===== config.mk =====
export PLATFORM = sky130hd
export DESIGN_NAME = seqbm_seq
export DESIGN_NICKNAME = d
export VERILOG_FILES = /design/src/hw/rtl/seqbm_pkg.sv /design/src/hw/rtl/seqbm_seq.sv
export SDC_FILE = /design/constraint.sdc
export NUM_CORES = 1
export LEC_CHECK = 0
export ABC_AREA = 1
export BUFFER_PORTS_ARGS = -buffer_cell sky130_fd_sc_hd__buf_2
export CAP_MARGIN = 20
export CELL_PAD_IN_SITES_DETAIL_PLACEMENT = 2
export CELL_PAD_IN_SITES_GLOBAL_PLACEMENT = 2
export CORE_MARGIN = 3
export CORE_UTILIZATION = 28
export DETAILED_ROUTE_END_ITERATION = 10
export PLACE_DENSITY_LB_ADDON = 0.1
export SYNTH_ARGS = -nofsm -noshare
export SYNTH_HDL_FRONTEND = slang
export SYNTH_SLANG_ARGS = --single-unit

===== constraint.sdc =====
create_clock -name clk -period 1.95 [get_ports clk]
set_clock_uncertainty 0.05 [all_clocks]
set_input_delay 0.0975 -clock clk [delete_from_list [all_inputs] [get_ports clk]]
set_output_delay 0.0975 -clock clk [all_outputs]
set_load 0.03 [all_outputs]

===== src/hw/rtl/seqbm_pkg.sv =====
// ----------------------------------------------------------------------------
// seqbm_pkg
// Shared types, constants and the control program of the sequence block mover.
// ----------------------------------------------------------------------------
package seqbm_pkg;

  // store geometry
  localparam int DEPTH  = 1024;
  localparam int ADDR_W = $clog2(DEPTH);
  localparam int CNT_W  = $clog2(DEPTH + 1);
  localparam int POS_W  = 11;
  localparam int DATA_W = 32;
  // signed width for position arithmetic, wide enough for b - a - len
  localparam int CALC_W = ((CNT_W > POS_W) ? CNT_W : POS_W) + 2;
  localparam int PC_W   = 5;

  // request codes
  localparam logic [1:0] REQ_APPEND = 2'd0;
  localparam logic [1:0] REQ_MOVE   = 2'd1;
  localparam logic [1:0] REQ_READ   = 2'd2;

  // input transaction
  typedef struct packed {
    logic        [1:0]       req_type;
    logic signed [DATA_W-1:0] value_in;
    logic        [POS_W-1:0]  start_pos;
    logic        [POS_W-1:0]  block_len;
    logic        [POS_W-1:0]  target_pos;
  } in_t;

  // result transaction
  typedef struct packed {
    logic signed [DATA_W-1:0] value_out;
    logic                     status;
  } out_t;

  // datapath operations
  typedef enum logic [3:0] {
    OP_IDLE,
    OP_NOP,
    OP_APPEND,
    OP_RD_ADDR,
    OP_RD_OUT,
    OP_CLIP_P,
    OP_CLIP_Q,
    OP_SET_BACK,
    OP_SET_FWD0,
    OP_SET_FWD1,
    OP_INIT1,
    OP_INIT2,
    OP_INIT3,
    OP_SWAP_A,
    OP_SWAP_B,
    OP_DRAIN
  } op_t;

  // jump conditions
  typedef enum logic [1:0] {
    JC_NEXT,
    JC_ALWAYS,
    JC_FWD,
    JC_DONE
  } jc_t;

  // control word
  typedef struct packed {
    op_t             op;
    jc_t             cond;
    logic [PC_W-1:0] target;
    logic            fin;
  } ctl_t;

  // datapath flags seen by the sequencer
  typedef struct packed {
    logic fwd;   // destination at or after block start
    logic done;  // current reversal span has no pair left
  } flags_t;

  // program entry points and branch targets
  localparam logic [PC_W-1:0] UA_ADD   = 5'd0;
  localparam logic [PC_W-1:0] UA_RD    = 5'd1;
  localparam logic [PC_W-1:0] UA_NOP   = 5'd3;
  localparam logic [PC_W-1:0] UA_MV    = 5'd4;
  localparam logic [PC_W-1:0] UA_FWD   = 5'd7;
  localparam logic [PC_W-1:0] UA_R1    = 5'd9;
  localparam logic [PC_W-1:0] UA_R1A   = 5'd10;
  localparam logic [PC_W-1:0] UA_R1D   = 5'd12;
  localparam logic [PC_W-1:0] UA_R2A   = 5'd14;
  localparam logic [PC_W-1:0] UA_R2D   = 5'd16;
  localparam logic [PC_W-1:0] UA_R3A   = 5'd18;
  localparam logic [PC_W-1:0] UA_R3D   = 5'd20;

  localparam ctl_t CTL_IDLE = '{op: OP_IDLE, cond: JC_NEXT, target: '0, fin: 1'b0};

  // entry point for a request
  function automatic logic [PC_W-1:0] dispatch(input logic [1:0] req);
    logic [PC_W-1:0] pc;
    unique case (req)
      REQ_APPEND: pc = UA_ADD;
      REQ_MOVE:   pc = UA_MV;
      REQ_READ:   pc = UA_RD;
      default:    pc = UA_NOP;
    endcase
    return pc;
  endfunction

  // control store
  function automatic ctl_t ucode(input logic [PC_W-1:0] pc);
    ctl_t w;
    unique case (pc)
      5'd0:  w = '{op: OP_APPEND,   cond: JC_NEXT,   target: '0,     fin: 1'b1};
      5'd1:  w = '{op: OP_RD_ADDR,  cond: JC_NEXT,   target: '0,     fin: 1'b0};
      5'd2:  w = '{op: OP_RD_OUT,   cond: JC_NEXT,   target: '0,     fin: 1'b1};
      5'd3:  w = '{op: OP_NOP,      cond: JC_NEXT,   target: '0,     fin: 1'b1};
      5'd4:  w = '{op: OP_CLIP_P,   cond: JC_NEXT,   target: '0,     fin: 1'b0};
      5'd5:  w = '{op: OP_CLIP_Q,   cond: JC_FWD,    target: UA_FWD, fin: 1'b0};
      5'd6:  w = '{op: OP_SET_BACK, cond: JC_ALWAYS, target: UA_R1,  fin: 1'b0};
      5'd7:  w = '{op: OP_SET_FWD0, cond: JC_NEXT,   target: '0,     fin: 1'b0};
      5'd8:  w = '{op: OP_SET_FWD1, cond: JC_NEXT,   target: '0,     fin: 1'b0};
      5'd9:  w = '{op: OP_INIT1,    cond: JC_NEXT,   target: '0,     fin: 1'b0};
      5'd10: w = '{op: OP_SWAP_A,   cond: JC_DONE,   target: UA_R1D, fin: 1'b0};
      5'd11: w = '{op: OP_SWAP_B,   cond: JC_ALWAYS, target: UA_R1A, fin: 1'b0};
      5'd12: w = '{op: OP_DRAIN,    cond: JC_NEXT,   target: '0,     fin: 1'b0};
      5'd13: w = '{op: OP_INIT2,    cond: JC_NEXT,   target: '0,     fin: 1'b0};
      5'd14: w = '{op: OP_SWAP_A,   cond: JC_DONE,   target: UA_R2D, fin: 1'b0};
      5'd15: w = '{op: OP_SWAP_B,   cond: JC_ALWAYS, target: UA_R2A, fin: 1'b0};
      5'd16: w = '{op: OP_DRAIN,    cond: JC_NEXT,   target: '0,     fin: 1'b0};
      5'd17: w = '{op: OP_INIT3,    cond: JC_NEXT,   target: '0,     fin: 1'b0};
      5'd18: w = '{op: OP_SWAP_A,   cond: JC_DONE,   target: UA_R3D, fin: 1'b0};
      5'd19: w = '{op: OP_SWAP_B,   cond: JC_ALWAYS, target: UA_R3A, fin: 1'b0};
      5'd20: w = '{op: OP_DRAIN,    cond: JC_NEXT,   target: '0,     fin: 1'b1};
      default: w = '{op: OP_NOP,    cond: JC_NEXT,   target: '0,     fin: 1'b1};
    endcase
    return w;
  endfunction

endpackage


===== src/hw/rtl/seqbm_seq.sv =====
// ----------------------------------------------------------------------------
// seqbm_seq
// Microcode sequencer: step counter, control store lookup and jumps.
// ----------------------------------------------------------------------------
module seqbm_seq (
  input  logic              clk,
  input  logic              rst_n,
  input  logic              go,
  input  logic [1:0]        req_type,
  input  seqbm_pkg::flags_t flags,
  output seqbm_pkg::ctl_t   ctl,
  output logic              busy
);
  import seqbm_pkg::*;

  logic            busy_r, busy_nxt;
  logic [PC_W-1:0] pc_r, pc_nxt;
  logic            jump;

  // current control word
  assign ctl  = busy_r ? ucode(pc_r) : CTL_IDLE;
  assign busy = busy_r;

  // jump condition select
  always_comb begin
    unique case (ctl.cond)
      JC_NEXT:   jump = 1'b0;
      JC_ALWAYS: jump = 1'b1;
      JC_FWD:    jump = flags.fwd;
      JC_DONE:   jump = flags.done;
    endcase
  end

  // next step
  always_comb begin
    pc_nxt   = pc_r;
    busy_nxt = busy_r;
    if (go) begin
      pc_nxt   = dispatch(req_type);
      busy_nxt = 1'b1;
    end else if (busy_r) begin
      pc_nxt = jump ? ctl.target : pc_r + PC_W'(1);
      if (ctl.fin) begin
        busy_nxt = 1'b0;
      end
    end
  end

  always_ff @(posedge clk) begin
    if (!rst_n) begin
      busy_r <= 1'b0;
      pc_r   <= '0;
    end else begin
      busy_r <= busy_nxt;
      pc_r   <= pc_nxt;
    end
  end

endmodule


Yosys cells after proc, flatten, opt, wreduce, memory -nomap -nowiden
Memory sizes are Yosys's and may differ from the RTL's. A register that Yosys moved wholly into a read port is not among the register bits.
Index checks and enable logic that the tools add are counted.
{"block": "word_totals", "input_bits": 7, "rom_bits": 384, "out_inout_bits": 13, "word_cells": 23, "regBits": 6, "memories": 1}
{"name": "(name not given)", "words": 32, "width": 12, "read_ports": 1, "rd_clocked_by_memory_dff": 1, "write_ports": 0, "line": "seqbm_pkg.sv:110", "source": "unique case (pc)"}
{"block": "op_classes", "n_addsub": 1, "eq_ne": 5, "n_mux": 11, "n_reduce_logical": 3}
{"op": "$mux W5", "count": 5}
{"op": "$mux W12", "count": 1}
{"op": "$pmux W3 S3", "count": 1}
{"op": "$eq A2 B2 Y1 const B", "count": 3}
{"op": "$add A5 B1 Y5 const B", "count": 1}
{"op": "$eq A2 B1 Y1 const B", "count": 2}
{"op": "$logic_not A2 Y1", "count": 2}
{"op": "$pmux W1 S4", "count": 1}
{"op": "$mux W1", "count": 3}
{"op": "$reduce_bool A2 Y1", "count": 1}

Longest topological paths before layout
Gate-level depths: netlist (run 1).
{"block": "logic_depth", "ltp_word": 8, "depth_mapped": 17, "ltp_nobuf": 17}

Least setup slack after synthesis (run 1)
No wires, ideal clock.
{"block": "synth_path", "kind": "register -> register", "from": "register busy_r, in the netlist busy", "to": "register (tool-made name)", "t_required_ps": 1780, "path_slack_ps": -212, "t_arrival_ps": 1992, "n_path_buf": 1, "setup_time_ps": 120, "stages_incl_launch_ff": 15, "period_less_slack_ps": 2162, "path_cell_list": "dfxtp_1 > buf_4 > nand2_1 > inv_1 > nand2_1 > nand3_1 > nand2_1 > nand2_1 > nand2_1 > inv_1 > ha_1 > inv_1 > nor2_4 > nand3b_1 > nand3_1"}
{"item": "from (decl)", "line": "seqbm_seq.sv:16", "source": "logic busy_r, busy_nxt;"}
{"item": "from (signal assigned)", "line": "seqbm_seq.sv:54", "source": "busy_r <= busy_nxt;"}

==> flow_summary_export.csv, run 1 <==
group,metric,value,unit
outcome,status,"finished, violations left",
outcome,violations,"setup timing",
placed_design,dp_slack,-0.196,ns
setup_path,crit_required,2.12,ns
setup_path,rr_worst_depth,14,
setup_path,cpPeakStageDelay,0.38,ns
final_layout,layout_commonest_cell,"nand2_1",
drt,wirelength,5050,µm
cts,cts_tree,"done",
floorplan,io_pins,20,
sta,finalCriticalPeriod,2.01,ns
setup_path,cp-start-kind,"flop",
grt,grt_pass1_wl,7020,µm
setup_path,reg2reg_from,"pc_r[0]",
cts,cts.sinks,18,
yosys,netlist_area,1190,µm²
placed_design,dpl.hpwl,3420,µm
final_layout,nets,247,
cts,cts_hold_buf,0,
yosys,synth_top_area_cell,"dfxtp_1",
sta,drv_slew,0,
setup_path,arrival,2.18,ns
power_and_ir_drop,p_leak,0.000984,µW
drt,drt_iter0_markers,60,
yosys,yosys_warnings,0,
power_and_ir_drop,fin_total_pwr,1030,µW
drt,drc,0,
placed_design,portBuffers,19,
final_layout,final_cell_mix,"63 x nand2_1, 24 x inv_1, 19 x buf_2",
cts,numCtsBuffers,3,
floorplan,die_x,71.3,µm
grt,grt_pass1_vias,1439,
setup_path,path_cells,"ha_2 -> inv_1 -> nand2_1 -> nand2_1 -> nand3_1 -> nand3_1 -> nand2_1 -> nand2_4 -> buf_4 -> nor2_4 -> nand2_1 -> nand2_1 -> nand2_2 -> inv_1",
setup_path,critPathKind,"reg -> reg",
final_layout,final_layout_size_suffix_gt1_share,40.1,%
final_layout,antenna_cells,0,
floorplan,num_rows,23,
setup_path,path_buf_inv,3,
yosys,syn_inst,196,
cts,clkLatencyLatePin,0.28,ns
yosys,synthesis.nets,210,
sta,hold_slack,0.138,ns
flow_run,max_cap_viol_count,0,
cts,cts.clk_slew.worst_paths,0.08,ns
sta,finalSetupViolCount,2,
floorplan,die_h,71.3,µm
final_layout,fin_cells,282,
worst_hold_path,min_path_type,"in -> reg",
yosys,ys_ff_latch,18,
setup_path,cp_slowest_cell,"dfxtp_1",
setup_path,worst_setup_path_end_kind,"flop",
drt,vias,1389,
grt,grt_max_degree,11,
floorplan,start_util,29.4,%
sta,hold_violations,0,
grt,antenna_found_initial,0,
sta,rsz0062_at_grt,"yes",
setup_path,r2r_setup_slack,-0.06,ns
placed_design,gp_congestion,0.882,
setup_path,critPathTopFamily,"simple AND/OR/NAND/NOR gates",
placed_design,place_inst,274,
yosys,synth.top_cells.by_area,"dfxtp_1 30%, nand2_1 24%, inv_1 9.1%",
yosys,synth_top_area_share,30.2,%
sta,max_slew_margin,80.8,%
grt,grt_usage,17.5,%
yosys,synth_seq_area_share,30.2,%
power_and_ir_drop,cellPowerDensity,597,nW/µm²
setup_path,startpoint,"pc_r[0]",
sta,finalSetupTns,-0.0650,ns
sta,fmax,498,MHz
yosys,syn_area_per_cell,6.08,µm²
sta,tightest_slew,0.288,ns
cts,htree_levels,1,
drt,viasPerCell,4.93,
yosys,ys_types,20,
drt,wl_per_cell,17.9,µm
sta,setup_ws,-0.0578,ns
cts,cts_root_buf,"clkbuf_8",
grt,grt-ovfl-total,0,
setup_path,path_depth,14,
floorplan,coreArea,4060,µm²
sta,fin_crit_sh,103,%
setup_path,worstPathMaxFanout,10,
cts,cts_buffer_depth,2,
power_and_ir_drop,max-vdd-ir-drop,0.204,mV
drt,dr.pass1.iters,4,
final_layout,syn2layout_area_growth,44.9,%
floorplan,dieArea,5080,µm²
drt,ant_nets,0,
setup_path,crit_path_frequent_cell,"nand2_1",
-- power breakdown --
group / switching (µW) / internal, µW
Sequential: 17.5 / 393
Combinational: 188 / 108
Clock: 145 / 180
Total: 350 / 681
-- kinds of logic (layout without fill, tap and decap cells) --
kind of cell    Yosys count  after routing  synth area share (%)
compound gates            9              9                  4.51
fa+ha+maj                 7              7                  7.34
buf+inv                  38             74                  12.9
flops                    18             18                  30.2
simple gates            124            124                  45.0
-- worst min-delay path, cell delays in order --
cell      delay (ns)
buf_2           0.20
inv_2           0.09
a211oi_1        0.05
-- per-stage QoR --
step	util (%)	cell area [µm²]
2_1_floorplan	-	1200
3_3_place_gp	34.9	1420
3_5_place_dp	34.9	1420
4_1_cts	37.4	1520
5_1_grt	42.6	1730
6_report	42.6	1730
-- per-layer routing --
metal	up-vias	track usage, %	share of wire [%]
met4	0	4.18	1.9
met2	27	30.6	50
met3	9	2.81	3.5
met1	686	22.5	44
li1	667	-	-
met5	-	0	0
-- cell usage after synthesis --
library cell	number
o21ai_1	4
o21bai_1	1
a211oi_1	1
nor2_2	3
a21oi_1	2
dfxtp_1	18
inv_1	29
buf_4	1
inv_2	7
nand2_2	8
nand2_1	77
buf_6	1
nand3b_1	1
nand3_1	20
nor2_1	11
nor2_4	1
or2_1	1
ha_1	7
nand4_1	2
o21ai_2	1
-- layout make-up --
type,count,area [µm²]
Inverter,36,150
Multi-Input combinational cell,140,878
Clock buffer,4,55.1
Fill cell,504,2330
Timing Repair Buffer,34,215
Tap cell,50,62.6
Sequential cell,18,367
-- repair_timing --
item / CTS / global route
pin swaps: 1 / 11
endpoints found under the setup margin: 12 / 10
gates resized for setup: 13 / 46
setup buffers: 2 / 2
-- how the worst min path moves through the flow --
stage          startpoint    to  slack, ns  cells past startpoint
2_1_floorplan       rst_n  busy       0.16                      2
3_3_place_gp        rst_n  busy       0.33                      3
3_5_place_dp        rst_n  busy       0.34                      3
4_1_cts             rst_n  busy       0.09                      3
5_1_grt             rst_n  busy       0.15                      3
6_report            rst_n  busy       0.14                      3
No activity file was read; power rests on OpenSTA's default activity.
==> run 2: changes to the inputs <==
TNS_END_PERCENT = 5   (was default)
==> flow_summary_export.csv, run 2 (synthesized netlist as in run 1, its figures left out) <==
group,metric,value,unit
final_layout,final_layout_size_suffix_gt1_share,38.8,%
outcome,status,"finished, violations left",
floorplan,dieArea,5080,µm²
floorplan,die_x,71.3,µm
sta,finalSetupTns,-0.0936,ns
grt,grt_pass1_wl,7020,µm
placed_design,dpl.hpwl,3420,µm
grt,grt_max_degree,11,
sta,setup_ws,-0.0936,ns
floorplan,coreArea,4060,µm²
setup_path,reg2reg_from,"busy",
cts,cts_hold_buf,0,
setup_path,cpPeakStageDelay,0.40,ns
placed_design,place_area,1420,µm²
final_layout,final_cell_mix,"64 x nand2_1, 24 x inv_1, 19 x buf_2",
power_and_ir_drop,fin_total_pwr,1030,µW
cts,clkLatencyLatePin,0.28,ns
setup_path,crit_required,2.12,ns
drt,dr.pass1.iters,4,
cts,htree_levels,1,
grt,antenna_found_initial,0,
sta,fin_crit_sh,105,%
setup_path,arrival,2.22,ns
cts,numCtsBuffers,3,
final_layout,nets,247,
sta,finalSetupViolCount,1,
drt,viasPerCell,4.93,
setup_path,critPathTopFamily,"simple AND/OR/NAND/NOR gates",
worst_hold_path,worstHoldEndpoint,"busy",
drt,wl_per_cell,17.8,µm
grt,grt_pass1_vias,1439,
worst_hold_path,min_path_type,"in -> reg",
drt,ant_nets,0,
cts,cts_buffer_depth,2,
setup_path,worst_setup_path_end_kind,"flop",
cts,cts_tree,"done",
drt,drc,0,
final_layout,multi_input_area,883,µm²
cts,cts.clk_slew.worst_paths,0.08,ns
sta,finalCriticalPeriod,2.04,ns
power_and_ir_drop,p_leak,0.000983,µW
final_layout,final_util,42.6,%
outcome,violations,"setup timing",
setup_path,path_buf_inv,4,
sta,hold_violations,0,
final_layout,fin_area,1730,µm²
final_layout,layout_commonest_cell,"nand2_1",
worst_hold_path,whs_path_depth,3,
cts,cts.sinks,18,
final_layout,syn2layout_area_growth,45.0,%
final_layout,fillCellCount,505,
final_layout,seq_area,365,µm²
placed_design,portBuffers,19,
drt,wirelength,5030,µm
floorplan,die_h,71.3,µm
setup_path,path_cells,"nand2_2 -> inv_2 -> nand2_4 -> nand2_4 -> nand2_1 -> nand3_1 -> nand2_2 -> nand2_4 -> nand2_8 -> inv_8 -> ha_4 -> inv_2 -> nor2_4 -> nand2_1 -> nand2_1 -> nand2_2 -> inv_1",
final_layout,antenna_cells,0,
placed_design,gp_congestion,0.882,
setup_path,cp-start-kind,"flop",
flow_run,max_cap_viol_count,0,
grt,grt-ovfl-total,0,
sta,fmax,489,MHz
sta,tightest_slew,0.294,ns
sta,rsz0062_at_grt,"yes",
worst_hold_path,worst_hold_startpoint,"rst_n",
setup_path,r2r_setup_slack,-0.09,ns
drt,vias,1391,
floorplan,start_util,29.4,%
floorplan,num_rows,23,
drt,drt_iter0_markers,48,
setup_path,critPathKind,"reg -> reg",
setup_path,rr_worst_depth,17,
power_and_ir_drop,max-vdd-ir-drop,0.213,mV
sta,max_slew_margin,80.4,%
grt,grt_usage,17.5,%
sta,drv_slew,0,
floorplan,io_pins,20,
setup_path,worstPathMaxFanout,6,
cts,cts_root_buf,"clkbuf_8",
setup_path,startpoint,"busy",
power_and_ir_drop,cellPowerDensity,597,nW/µm²
setup_path,cp_slowest_cell,"dfxtp_4",
-- run 2: cell counts in the layout (fill, tap and decap cells not counted) --
No cell type changed its count.
-- run 2: metrics by stage --
step	setup WS (ns)	hold slack (ns)	cells
after floorplan	0.0245	0.157	196
after global placement	-0.126	0.332	274
after detailed placement	-0.196	0.343	274
after CTS	-0.00151	0.0891	280
after global routing	-0.190	0.147	282
final	-0.0936	0.139	282
-- run 2: worst max path at each step --
stage               endpoint  slack [ns]  depth (start not counted)
floorplan               flop        0.02                         15
global placement        flop       -0.13                         15
detailed placement      flop       -0.20                         17
CTS                     flop      -0.002                         13
global route            flop       -0.19                         17
finish                  flop       -0.09                         17
-- run 2: worst min-delay path, stage by stage --
cell	delay, ns
buf_2	0.20
inv_2	0.09
a211oi_1	0.05
-- run 2: where the power goes --
group	internal, µW	switching [µW]
logic	109	187
registers	393	19.2
clock network	181	144
-- run 2: routing by layer --
layer,global-route usage [%],vias to the layer above,part of all wire (%)
li1,-,667,-
met1,22.5,682,42
met2,30.6,31,51
met3,2.81,11,4.2
met4,4.18,0,2.5
met5,0,-,0
-- run 2: cell type report --
| cell class | count | share of cell area (%) |
|---|---|---|
| Clock buffer | 4 | 3.18 |
| Inverter | 36 | 8.54 |
| Multi-Input combinational cell | 140 | 51.1 |
| Sequential cell | 18 | 21.1 |
| Tap cell | 50 | 3.62 |
| Timing Repair Buffer | 34 | 12.4 |
-- run 2: what timing repair did --
action	4_1_cts	5_1_grt
setup endpoints to repair	12	10
gates resized for setup	13	43
setup buffers	2	2
pin swaps	1	10
gates cloned	0	0
